File: config.mk
export PLATFORM = sky130hd
export DESIGN_NAME = adaptive_threshold_occupancy_detector
export DESIGN_NICKNAME = d
export VERILOG_FILES = /design/src/atod_pkg.sv /design/src/atod_div.sv /design/src/atod_core.sv /design/src/adaptive_threshold_occupancy_detector.sv
export SDC_FILE = /design/constraint.sdc
export NUM_CORES = 2
export LEC_CHECK = 0
export BUFFER_PORTS_ARGS = -buffer_cell sky130_fd_sc_hd__buf_2
export CORE_MARGIN = 5
export CORE_UTILIZATION = 27
export DETAILED_ROUTE_END_ITERATION = 8
export PLACE_DENSITY_LB_ADDON = 0.1
export SKIP_LAST_GASP = 1
export SYNTH_ARGS = -nofsm -noshare
export SYNTH_HDL_FRONTEND = slang
export SYNTH_HIERARCHICAL = 1
export SYNTH_SLANG_ARGS = --single-unit
File: constraint.sdc
create_clock -name clk -period 40 [get_ports clk]
set_clock_uncertainty 0.1 [all_clocks]
set_input_delay 12 -clock clk [delete_from_list [all_inputs] [get_ports clk]]
set_output_delay 12 -clock clk [all_outputs]
set_load 0.02 [all_outputs]
File: src/atod_pkg.sv
package atod_pkg;

  localparam int NUM_CHANNELS = 4;
  localparam int WINDOW_LEN   = 32;
  localparam int SAMPLE_BITS  = 18;

  localparam int CH_W   = 2;
  localparam int SB     = SAMPLE_BITS;
  localparam int GAIN_W = 10;
  localparam int Q_BITS = 10;
  localparam logic [GAIN_W-1:0] GAIN_RESET = GAIN_W'(358);

  localparam int AVG_W = SAMPLE_BITS;
  localparam int THR_W = SAMPLE_BITS + 1;
  localparam logic [THR_W-1:0] THR_MAX = {THR_W{1'b1}};

  localparam int IDX_W = $clog2(WINDOW_LEN);
  localparam int DEN_W = $clog2(WINDOW_LEN + 1);
  localparam int SUM_W = SB + $clog2(WINDOW_LEN);

  localparam int RG_W   = SB + GAIN_W;
  localparam int PROD_W = RG_W + DEN_W;
  localparam int NUM_W  = ((SUM_W + Q_BITS) > PROD_W ? (SUM_W + Q_BITS) : PROD_W) + 1;
  localparam int NQ_W   = NUM_W - Q_BITS;
  localparam int DVD_W  = NQ_W;
  localparam int CNT_W  = $clog2(DVD_W + 1);

  localparam int CHA_W     = (NUM_CHANNELS > 1) ? $clog2(NUM_CHANNELS) : 1;
  localparam int WIN_DEPTH = NUM_CHANNELS * WINDOW_LEN;
  localparam int WA_W      = $clog2(WIN_DEPTH);

  localparam int IN_DATA_W  = ((CH_W + SB + 7) / 8) * 8;
  localparam int OUT_DATA_W = ((CH_W + 1 + AVG_W + THR_W + 7) / 8) * 8;

  localparam int CFG_AW = 3;
  localparam int CFG_DW = 32;
  localparam logic [CFG_AW-3:0] REG_GAIN = '0;

  typedef struct packed {
    logic [SUM_W-1:0] sum;
    logic [IDX_W-1:0] widx;
    logic             full;
    logic [SB-1:0]    pmax;
    logic [SB-1:0]    pmin;
    logic [AVG_W-1:0] avg;
    logic [THR_W-1:0] thr;
    logic             act;
  } chst_t;

  typedef struct packed {
    logic [CH_W-1:0]  ch;
    logic             act;
    logic [AVG_W-1:0] avg;
    logic [THR_W-1:0] thr;
    logic             bad;
  } res_t;

  typedef enum logic [2:0] {
    S_IDLE,
    S_RDCH,
    S_UPD,
    S_MUL1,
    S_MUL2,
    S_DIV,
    S_WB
  } state_t;

endpackage

File: src/atod_div.sv
module atod_div (
  input  logic                       clk,
  input  logic                       rst_n,
  input  logic                       start,
  input  logic [atod_pkg::DEN_W-1:0] den,
  input  logic [atod_pkg::DVD_W-1:0] dvd_a,
  input  logic [atod_pkg::DVD_W-1:0] dvd_b,
  output logic                       done,
  output logic [atod_pkg::DVD_W-1:0] q_a,
  output logic [atod_pkg::DVD_W-1:0] q_b
);
  import atod_pkg::*;

  logic [DEN_W-1:0] den_r;
  logic [DVD_W-1:0] qa_r, qa_nxt, qb_r, qb_nxt;
  logic [DEN_W-1:0] ra_r, ra_nxt, rb_r, rb_nxt;
  logic [CNT_W-1:0] cnt_r, cnt_nxt;
  logic             busy_r, busy_nxt, done_r, done_nxt;
  logic [DEN_W:0]   ta, tb;
  logic             ga, gb;

  always_comb begin
    ta     = {ra_r, qa_r[DVD_W-1]};
    tb     = {rb_r, qb_r[DVD_W-1]};
    ga     = ta >= {1'b0, den_r};
    gb     = tb >= {1'b0, den_r};
    ra_nxt = ga ? DEN_W'(ta - {1'b0, den_r}) : DEN_W'(ta);
    rb_nxt = gb ? DEN_W'(tb - {1'b0, den_r}) : DEN_W'(tb);
    qa_nxt = {qa_r[DVD_W-2:0], ga};
    qb_nxt = {qb_r[DVD_W-2:0], gb};
    cnt_nxt  = cnt_r + CNT_W'(1);
    busy_nxt = busy_r && (cnt_r != CNT_W'(DVD_W - 1));
    done_nxt = busy_r && (cnt_r == CNT_W'(DVD_W - 1));
  end

  always_ff @(posedge clk) begin
    if (!rst_n) begin
      busy_r <= 1'b0;
      done_r <= 1'b0;
      cnt_r  <= '0;
    end else if (start) begin
      busy_r <= 1'b1;
      done_r <= 1'b0;
      cnt_r  <= '0;
    end else begin
      busy_r <= busy_nxt;
      done_r <= done_nxt;
      cnt_r  <= busy_r ? cnt_nxt : cnt_r;
    end
  end

  always_ff @(posedge clk) begin
    if (start) begin
      den_r <= den;
      qa_r  <= dvd_a;
      qb_r  <= dvd_b;
      ra_r  <= '0;
      rb_r  <= '0;
    end else if (busy_r) begin
      qa_r <= qa_nxt;
      qb_r <= qb_nxt;
      ra_r <= ra_nxt;
      rb_r <= rb_nxt;
    end
  end

  assign done = done_r;
  assign q_a  = qa_r;
  assign q_b  = qb_r;

endmodule

File: src/atod_core.sv
module atod_core (
  input  logic                        clk,
  input  logic                        rst_n,
  input  logic                        in_valid,
  output logic                        in_ready,
  input  logic [atod_pkg::CH_W-1:0]   in_ch,
  input  logic [atod_pkg::SB-1:0]     in_sample,
  input  logic [atod_pkg::GAIN_W-1:0] gain,
  input  logic                        out_free,
  output logic                        res_vld,
  output atod_pkg::res_t              res
);
  import atod_pkg::*;

  state_t st_r, st_nxt;

  chst_t            chan_mem [NUM_CHANNELS];
  logic [NUM_CHANNELS-1:0] chan_vld_r;
  chst_t            chan_q_r;
  logic             chan_qv_r;
  logic [SB-1:0]    win_mem [WIN_DEPTH];
  logic [WIN_DEPTH-1:0] win_vld_r;
  logic [SB-1:0]    win_q_r;
  logic             win_qv_r;

  logic [CH_W-1:0]  ch_r;
  logic [SB-1:0]    s_r;
  logic             bad_r;
  chst_t            cur_r;
  logic [WA_W-1:0]  waddr_r;
  logic [DEN_W-1:0] den_r;
  logic [IDX_W-1:0] pos_r;

  logic [SUM_W-1:0] nsum_r;
  logic [SB-1:0]    nmax_r, nmin_r;
  logic [IDX_W-1:0] nidx_r;
  logic             nfull_r;
  logic [AVG_W-1:0] navg_r;
  logic [THR_W-1:0] nthr_r;
  logic             nact_r;
  logic [RG_W-1:0]  rg_r;

  logic             in_bad;
  chst_t            cs, wb_st;
  logic [IDX_W-1:0] pos;
  logic [WA_W-1:0]  waddr;
  logic [SB-1:0]    old_s;
  logic [SUM_W-1:0] nsum;
  logic [SB-1:0]    nmax, nmin;
  logic             wrap;
  logic [PROD_W-1:0] prod;
  logic [NUM_W-1:0] num;
  logic [DVD_W-1:0] nq;
  logic             div_start, div_done;
  logic [DVD_W-1:0] q_a, q_b;
  logic [THR_W-1:0] thr_sat;
  logic             win_we, chan_we;

  assign in_bad = int'(in_ch) >= NUM_CHANNELS;

  always_comb begin
    cs    = chan_qv_r ? chan_q_r : '0;
    pos   = (int'(cs.widx) >= WINDOW_LEN) ? '0 : cs.widx;
    waddr = WA_W'(int'(ch_r) * WINDOW_LEN + int'(pos));
    old_s = win_qv_r ? win_q_r : '0;
    nsum  = cur_r.sum - SUM_W'(old_s) + SUM_W'(s_r);
    nmax  = (s_r > cur_r.pmax) ? s_r : cur_r.pmax;
    nmin  = (s_r < cur_r.pmin) ? s_r : cur_r.pmin;
    wrap  = (int'(pos_r) + 1) == WINDOW_LEN;
    prod  = PROD_W'(rg_r) * PROD_W'(den_r);
    num   = (NUM_W'(nsum_r) << Q_BITS) + NUM_W'(prod);
    nq    = DVD_W'(num >> Q_BITS);
    thr_sat = (q_b > DVD_W'(THR_MAX)) ? THR_MAX : THR_W'(q_b);
  end

  always_comb begin
    st_nxt = st_r;
    case (st_r)
      S_IDLE: begin
        if (in_valid) begin
          st_nxt = in_bad ? S_WB : S_RDCH;
        end
      end
      S_RDCH: st_nxt = S_UPD;
      S_UPD:  st_nxt = (nsum == '0) ? S_WB : S_MUL1;
      S_MUL1: st_nxt = S_MUL2;
      S_MUL2: st_nxt = S_DIV;
      S_DIV: begin
        if (div_done) begin
          st_nxt = S_WB;
        end
      end
      S_WB: begin
        if (out_free) begin
          st_nxt = S_IDLE;
        end
      end
      default: st_nxt = S_IDLE;
    endcase
  end

  always_comb begin
    in_ready  = 1'b0;
    div_start = 1'b0;
    win_we    = 1'b0;
    chan_we   = 1'b0;
    res_vld   = 1'b0;
    case (st_r)
      S_IDLE: in_ready  = 1'b1;
      S_UPD:  win_we    = 1'b1;
      S_MUL2: div_start = 1'b1;
      S_WB: begin
        res_vld = out_free;
        chan_we = out_free && !bad_r;
      end
      default: ;
    endcase
  end

  always_ff @(posedge clk) begin
    if (!rst_n) begin
      st_r       <= S_IDLE;
      chan_vld_r <= '0;
      win_vld_r  <= '0;
    end else begin
      st_r <= st_nxt;
      if (chan_we) begin
        chan_vld_r[CHA_W'(ch_r)] <= 1'b1;
      end
      if (win_we) begin
        win_vld_r[waddr_r] <= 1'b1;
      end
    end
  end

  always_comb begin
    wb_st      = cur_r;
    wb_st.sum  = nsum_r;
    wb_st.widx = nidx_r;
    wb_st.full = nfull_r;
    wb_st.pmax = nmax_r;
    wb_st.pmin = nmin_r;
    wb_st.avg  = navg_r;
    wb_st.thr  = nthr_r;
    wb_st.act  = nact_r;
  end

  always_ff @(posedge clk) begin
    if (st_r == S_IDLE) begin
      chan_q_r  <= chan_mem[CHA_W'(in_ch)];
      chan_qv_r <= chan_vld_r[CHA_W'(in_ch)];
    end
    if (chan_we) begin
      chan_mem[CHA_W'(ch_r)] <= wb_st;
    end
    if (st_r == S_RDCH) begin
      win_q_r  <= win_mem[waddr];
      win_qv_r <= win_vld_r[waddr];
    end
    if (win_we) begin
      win_mem[waddr_r] <= s_r;
    end
  end

  always_ff @(posedge clk) begin
    case (st_r)
      S_IDLE: begin
        ch_r  <= in_ch;
        s_r   <= in_sample;
        bad_r <= in_bad;
      end
      S_RDCH: begin
        cur_r   <= cs;
        pos_r   <= pos;
        waddr_r <= waddr;
        den_r   <= cs.full ? DEN_W'(WINDOW_LEN) : DEN_W'(int'(pos) + 1);
      end
      S_UPD: begin
        nsum_r  <= nsum;
        nmax_r  <= nmax;
        nmin_r  <= nmin;
        nidx_r  <= wrap ? '0 : IDX_W'(int'(pos_r) + 1);
        nfull_r <= cur_r.full | wrap;
        navg_r  <= cur_r.avg;
        nthr_r  <= cur_r.thr;
        nact_r  <= cur_r.act;
      end
      S_MUL1: rg_r <= RG_W'(nmax_r - nmin_r) * RG_W'(gain);
      S_DIV: begin
        if (div_done) begin
          navg_r <= AVG_W'(q_a);
          nthr_r <= thr_sat;
          nact_r <= THR_W'(s_r) > thr_sat;
        end
      end
      default: ;
    endcase
  end

  atod_div u_div (
    .clk   (clk),
    .rst_n (rst_n),
    .start (div_start),
    .den   (den_r),
    .dvd_a (DVD_W'(nsum_r)),
    .dvd_b (nq),
    .done  (div_done),
    .q_a   (q_a),
    .q_b   (q_b)
  );

  always_comb begin
    res.ch  = ch_r;
    res.bad = bad_r;
    res.act = bad_r ? 1'b0 : nact_r;
    res.avg = bad_r ? '0 : navg_r;
    res.thr = bad_r ? '0 : nthr_r;
  end

endmodule

File: src/adaptive_threshold_occupancy_detector.sv
// Channel  Role    Handshake             Contents
// in_      slave   in_tvalid/in_tready   channel, sample
// out_     master  out_tvalid/out_tready channel_out, active, average, threshold; tuser bad_channel
// cfg_     APB     psel/penable/pready   range_gain_q10 at byte address 0
//
// An in-range word passes two memory reads, the window update, two multiply steps, a 25-step
// restoring divider and its done strobe before it reaches the output register; with a zero new
// window sum it skips the multiply and divide steps, and an out-of-range word goes straight to it.
// One word is processed at a time; the next is taken the cycle after the result is registered.
// Synchronous active-low reset; window entries and channel state read as zero until written.
// A stalled output holds one result while the next word may already be accepted.
module adaptive_threshold_occupancy_detector (
  input  logic                            clk,
  input  logic                            rst_n,
  input  logic                            in_tvalid,
  output logic                            in_tready,
  // [1:0] channel, [19:2] sample
  input  logic [atod_pkg::IN_DATA_W-1:0]  in_tdata,
  output logic                            out_tvalid,
  input  logic                            out_tready,
  // [1:0] channel_out, [2] active, [20:3] average, [39:21] threshold
  output logic [atod_pkg::OUT_DATA_W-1:0] out_tdata,
  // [0] bad_channel
  output logic                            out_tuser,
  input  logic                            cfg_psel,
  input  logic                            cfg_penable,
  input  logic                            cfg_pwrite,
  input  logic [atod_pkg::CFG_AW-1:0]     cfg_paddr,
  input  logic [atod_pkg::CFG_DW-1:0]     cfg_pwdata,
  output logic [atod_pkg::CFG_DW-1:0]     cfg_prdata,
  output logic                            cfg_pready
);
  import atod_pkg::*;

  logic [GAIN_W-1:0] gain_r;
  logic              out_vld_r, out_vld_nxt;
  res_t              out_res_r;
  logic              out_free, res_vld;
  res_t              res;
  logic              cfg_wr;

  assign cfg_pready = 1'b1;
  assign cfg_wr     = cfg_psel && cfg_penable && cfg_pwrite && cfg_pready;
  assign cfg_prdata = (cfg_paddr[CFG_AW-1:2] == REG_GAIN) ? CFG_DW'(gain_r) : '0;

  always_ff @(posedge clk) begin
    if (!rst_n) begin
      gain_r <= GAIN_RESET;
    end else if (cfg_wr && (cfg_paddr[CFG_AW-1:2] == REG_GAIN)) begin
      gain_r <= cfg_pwdata[GAIN_W-1:0];
    end
  end

  atod_core u_core (
    .clk       (clk),
    .rst_n     (rst_n),
    .in_valid  (in_tvalid),
    .in_ready  (in_tready),
    .in_ch     (in_tdata[CH_W-1:0]),
    .in_sample (in_tdata[CH_W+SB-1:CH_W]),
    .gain      (gain_r),
    .out_free  (out_free),
    .res_vld   (res_vld),
    .res       (res)
  );

  assign out_free    = !out_vld_r || out_tready;
  assign out_vld_nxt = res_vld || (out_vld_r && !out_tready);

  always_ff @(posedge clk) begin
    if (!rst_n) begin
      out_vld_r <= 1'b0;
    end else begin
      out_vld_r <= out_vld_nxt;
    end
  end

  always_ff @(posedge clk) begin
    if (res_vld) begin
      out_res_r <= res;
    end
  end

  assign out_tvalid = out_vld_r;
  assign out_tdata  = OUT_DATA_W'({out_res_r.thr, out_res_r.avg, out_res_r.act, out_res_r.ch});
  assign out_tuser  = out_res_r.bad;

endmodule

After elaboration in Yosys (flattened, before gate mapping)

Memory sizes are Yosys's and may differ from the RTL's. A register that Yosys moved wholly into a read port is not among the register bits.
Cells that the tools add are included.

Add/subtract/negate cells: 10
$mul: 2
Divide/modulo/power cells: 0
Magnitude comparators: 12
Equality and inequality tests: 12
Shift operators: 0
Multiplexer cells: 40
Bitwise logic cells: 5
Reductions and logical operators: 19

Operators with widths:

| cell                   | count |
|---|---|
| $or A128 B128 Y128     | 1 |
| $mux W80               | 1 |
| $mux W18               | 4 |
| $mux W25               | 2 |
| $mux W23               | 2 |
| $mux W19               | 2 |
| $pmux W19 S2           | 1 |
| $pmux W18 S2           | 1 |
| $add A33 B34 Y35       | 1 |
| $mul A28 B6 Y34        | 1 |
| $eq A32 B7 Y1 const B  | 1 |
| $mul A28 B10 Y28       | 1 |
| $gt A25 B19 Y1 const B | 1 |
| $add A23 B18 Y23       | 1 |
| $logic_not A23 Y1      | 1 |
| $sub A23 B18 Y23       | 1 |
| $pmux W3 S7            | 1 |
| $gt A18 B19 Y1         | 1 |
| $sub A18 B18 Y19       | 1 |
| $gt A18 B18 Y1         | 1 |
| $lt A18 B18 Y1         | 1 |
| $lt A7 B8 Y1 const B   | 2 |
| $ge A7 B6 Y1           | 2 |
| $mux W1                | 14 |
| 33 further kinds       | 55 |

Bits in registers: 530
Bits in latches: 0
Bits in writable memories: 2716
Memory bits (read-only): 0
Output and inout port bits: 76
Word-level logic and storage cells: 143
Memories kept: 2

Memories:

| name            | words | width | read ports | clocked after Yosys merged registers in | wr ports | RTL line        | text |
|---|---|---|---|---|---|---|---|
| u_core.win_mem  | 128   | 18    | 1          | 1                                       | 1        | atod_core.sv:21 | `logic [SB-1:0] win_mem [WIN_DEPTH];` |
| u_core.chan_mem | 4     | 103   | 1          | 1                                       | 1        | atod_core.sv:17 | `chst_t chan_mem [NUM_CHANNELS];` |

Logic depth before layout (Yosys ltp)

Depth after elaboration: 6
Mapped depth: 32

Cells and area by module

The synthesis kept the hierarchy.

By module, submodules not included:

| module                                | instances | cells an instance | area an instance (um2) |
|---|---|---|---|
| atod_core                             | 1         | 7829              | 137395.5 |
| atod_div                              | 1         | 285               | 3691.0 |
| adaptive_threshold_occupancy_detector | 1         | 125               | 1945.6 |

Worst setup path before layout

OpenSTA, ideal clock, no wires.

Kind: input -> output
Start point: in cfg_paddr[2] (netlist name)
End point: out cfg_prdata[0] (netlist name)
Arrival time: 12513 ps
Data required time: 27900 ps
Path slack: 15387 ps
Cell stages on the path: 2
Buffers on the path: 1
Path through: clkbuf_1 > nor2b_1

Cells in the longest elaborated chain, start to end: 1

Ends and longest elaborated chain:

| what            | RTL line                                    | text |
|---|---|---|
| start, declared | adaptive_threshold_occupancy_detector.sv:28 | `input logic [atod_pkg::CFG_AW-1:0] cfg_paddr,` |
| $mux W10        | adaptive_threshold_occupancy_detector.sv:44 | `assign cfg_prdata = (cfg_paddr[CFG_AW-1:2] == REG_GAIN) ? CFG_DW'(gain_r) : '0;` |
| end, declared   | adaptive_threshold_occupancy_detector.sv:30 | `output logic [atod_pkg::CFG_DW-1:0] cfg_prdata,` |

No other way between the ends.

Final worst setup path

Start point: in cfg_paddr[2] (netlist name)
End point: out cfg_prdata[3] (netlist name)

The elaborated chain is that of the path after synthesis.

==> results.txt <==
----------------------------------------------------
[CTS]
  Bufs on Longest Clock Path ... 4
  Clock transition at the registers of the reported paths ... 0.06 ns
  Post-CTS repair timing setup buffer count ... 0
  Clock tree root buffer cell ... clkbuf_16
  # resized after CTS ... 0
  Hold-fix buffer count after cts ... 0
  Clock tree sinks ... 3,363
  Latest clock arrival within the worst-skew pair ... 0.98 ns
  TritonCTS Buffers ... 387
  TritonCTS clock tree ... yes
  Maximum level of the CTS H-tree ... 5

[Finish]
  Layout net count ... 9,139
  Post-Layout Cell Count ... 15,880
  Synth-to-Final Area Change ... 15.71%
  Cell area after layout ... 165,500 µm²
  Fraction of layout cells with a size suffix above 1 ... 20.11%
  Post-route core utilization ... 31.32%

[Critical path]
  Setup slack, reg-to-reg ... 31.12 ns
  R2R Path End ... u_core/rg_r[27]
  Worst r2r path cells ... 30
  Maximum fanout encountered on the critical timing path ... 11
  Critical path arrival ... 12.50 ns
  Critical path launch point type ... input port
  Setup Crit Path Kind ... input port to output port
  Required time reported for the critical path endpoint ... 27.90 ns
  Crit path capture type ... output port
  Origin of the critical flop-to-flop path ... u_core/nmin_r[1]

[GRT]
  Gr ovfl total ... 0
  GRT Resource Usage Total ... 16.45%
  Via count of the first global-routing pass ... 80,020
  Largest net degree at the start of global routing ... 125
  Global-route wire length before repair ... 636.0 mm
  Antenna violations before repair ... 34

[Logic synthesis]
  Mean Syn Cell Area ... 17.36 µm²
  Synth area leader ... edfxtp_1
  Synthesis warning total ... 6
  Total standard cell area after synthesis ... 143,000 µm²
  Commonest register cell after synthesis ... edfxtp_1
  Most used standard cell by instance count after synthesis ... edfxtp_1
  Top cell type's share of synthesized area ... 67.14%
  Post-synthesis instance total ... 8,239
  Count of distinct cell types in the synthesized netlist ... 78
  Synth top area cells ... edfxtp_1 (67%), mux4_2 (11%), fa_1 (4.3%), nand2_1 (2.4%), dfxtp_1 (2.3%)
  Commonest cells in the netlist ... edfxtp_1 (3,198), nand2_1 (929), mux4_2 (672)
  FF+latch count, synth ... 3,363
  Number of enable flip-flop cells after synthesis ... 3,198
  Sequential cell area fraction in the yosys report ... 69.45%
  Share of synthesized flip-flops with an asynchronous set or reset ... 0%

[Placement]
  Area of placed instances ... 153,100 µm²
  Number of cells after detailed placement ... 15,150
  Half-perimeter wire length after detailed placement ... 269.5 mm
  Final GP Congestion ... 0.7701
  DP Worst Slack ... 15.39 ns
  Number of buffers added on ports ... 90

[Power and ir drop]
  Pwr dens ... 76.78 nW/µm²
  Cell leakage power ... 54.64 nW
  Tot Pwr ... 12.71 mW
  Maximum vdd drop ... 0.1610 mV

[Timing]
  Total count of hold-check failures in the final report ... 0
  Maximum clock rate ... 40.65 MHz
  Number of endpoints failing setup at the final stage ... 0
  Setup TNS Final ... 0 ns
  Post-route clock period utilization ... 61.50%
  Clock period minus final worst setup slack ... 24.60 ns
  Worst max-slew margin expressed relative to the limit ... 16.93%
  Final number of max-transition violations ... 0
  Final hold slack ... 0.3597 ns
  Worst-margin pin slew ... 1.237 ns
  Fin worst setup slack ... 15.40 ns
  Unrepaired setup endpoints after global routing ... false

[Die]
  Area of the placeable core ... 528,500 µm²
  Die area ... 544,400 µm²
  Count of pins on the block boundary ... 142
  Height of the die ... 737.8 µm
  Initial Utilization ... 27.06%
  Number of cell rows ... 267
  Chip Width ... 737.8 µm

[Hold path]
  Worst min-delay path class ... register to register
  Worst Hold Launch ... u_core/win_vld_r[76]
  Hold endpoint ... u_core/win_vld_r[76]
  Hold Crit Depth ... 1

[Route]
  Remaining design rule violation count ... 0
  Count of routing violations after the opening detailed-route iteration ... 6,018
  Routed length on met1 ... 197.8 mm
  Routed wl met3 ... 18.77 mm
  Average wire per cell in the routed design ... 28.65 µm
  Post-route antenna net violation count ... 0
  Post-detailed-route via-to-cell ratio ... 4.760
  Drt total wl ... 455.1 mm
  Via count of the routed design ... 75,600
  Detailed route wirelength on metal2 ... 227.8 mm
  Highest Signal Layer ... met4
  Total iterations of the first detailed-routing run ... 5

[Run status]
  Status ... complete, no violations

[Job]
  Max-cap viol count ... 0

----------------------------------------------------
[sequential cells by signal, indices dropped and copies added, names as in the netlist, 5 cells and up]
signal / count
out_tdata: 40
u_core/den_r: 6
u_core/u_div/den_r: 6
u_core/u_div/q_b: 25
u_core/s_r: 18
u_core/win_vld_r: 128
u_core/win_q_r: 18
u_core/nmax_r: 18
u_core/chan_q_r: 103
u_core/nmin_r: 18
u_core/navg_r: 18
u_core/nidx_r: 5
u_core/waddr_r: 7
u_core/u_div/q_a: 25
u_core/u_div/rb_r: 6
u_core/u_div/ra_r: 6
u_core/chan_mem: 412
u_core/cur_r: 98
gain_r: 10
u_core/win_mem: 2304
u_core/nthr_r: 19
u_core/u_div/cnt_r: 5
u_core/nsum_r: 23
u_core/rg_r: 28
[cells in the final DEF, fill, tap and decap left out, types with 16 or more instances in the layout]
cell type / instances
edfxtp_1: 3198
nand2_1: 922
mux4_2: 672
inv_1: 450
clkbuf_16: 392
fa_1: 309
buf_4: 228
ha_1: 222
and2_1: 210
dfxtp_1: 165
nand3_1: 154
o21a_1: 153
a21oi_1: 115
nor2_1: 113
clkbuf_1: 102
buf_2: 87
a311oi_1: 83
clkinv_1: 82
o21ai_0: 79
o221ai_1: 79
nor2_4: 73
mux2i_1: 72
a211oi_1: 71
xnor2_1: 65
nor2b_1: 63
mux2_2: 60
and3_1: 58
clkinv_2: 57
nor2_2: 55
a31oi_1: 48
a21o_1: 36
nand2b_1: 30
xor2_1: 28
conb_1: 26
bufinv_16: 26
clkbuf_8: 24
nor3_1: 23
diode_2: 17
a31o_2: 16
[logic make-up (layout without fill, tap and decap cells)]
family,after synthesis,count (layout),share of synthesized area (%)
DFF,3363,3363,69.45
and+or+nand+nor,1768,1768,5.563
buffers and inverters,895,1504,2.617
muxes,804,804,11.56
AOI/OAI and AO/OA,782,782,3.969
adders and majority gates,531,531,6.267
xor gates and xnor gates,93,93,0.5695
other,3,43,0.007872
[final cells by class]
type,instances,area (µm²)
tap,6994,8751
fill,51680,363000
clock buffer,517,10510
clock inverter,201,1887
timing repair buffer,330,2427
multi-input combinational,4004,40820
antenna,17,42.54
inverter,456,1735
sequential,3363,99340
[worst max-delay path by stage]
| stage | from | to | slack [ns] | cells past startpoint |
|---|---|---|---|---|
| after floorplan | cfg_paddr[2] | cfg_prdata[0] | 15.39 | 2 |
| after global placement | cfg_paddr[2] | cfg_prdata[1] | 15.40 | 3 |
| after detailed placement | cfg_paddr[2] | cfg_prdata[3] | 15.39 | 3 |
| after CTS | cfg_paddr[2] | cfg_prdata[3] | 15.39 | 3 |
| after global routing | cfg_paddr[2] | cfg_prdata[4] | 15.36 | 3 |
| final | cfg_paddr[2] | cfg_prdata[3] | 15.40 | 3 |
[where the power goes]
| group | internal, mW | total (mW) | switching, mW |
|---|---|---|---|
| Combinational | 1.86 | 4.92 | 3.06 |
| Clock | 2.02 | 3.48 | 1.46 |
| Sequential | 4.20 | 4.31 | 0.106 |
| Total | 8.08 | 12.7 | 4.63 |
[metal layers]
metal,global-route usage [%],up-vias
met3,2.036,526
li1,-,32300
met1,21.95,41100
met5,0,-
met4,3.768,0
met2,28.58,1670
[critical path, stage by stage]
cell and delay (ns):
buf_2 0.16, nor2b_1 0.15, buf_2 0.19
No activity file was read; power rests on OpenSTA's default activity.
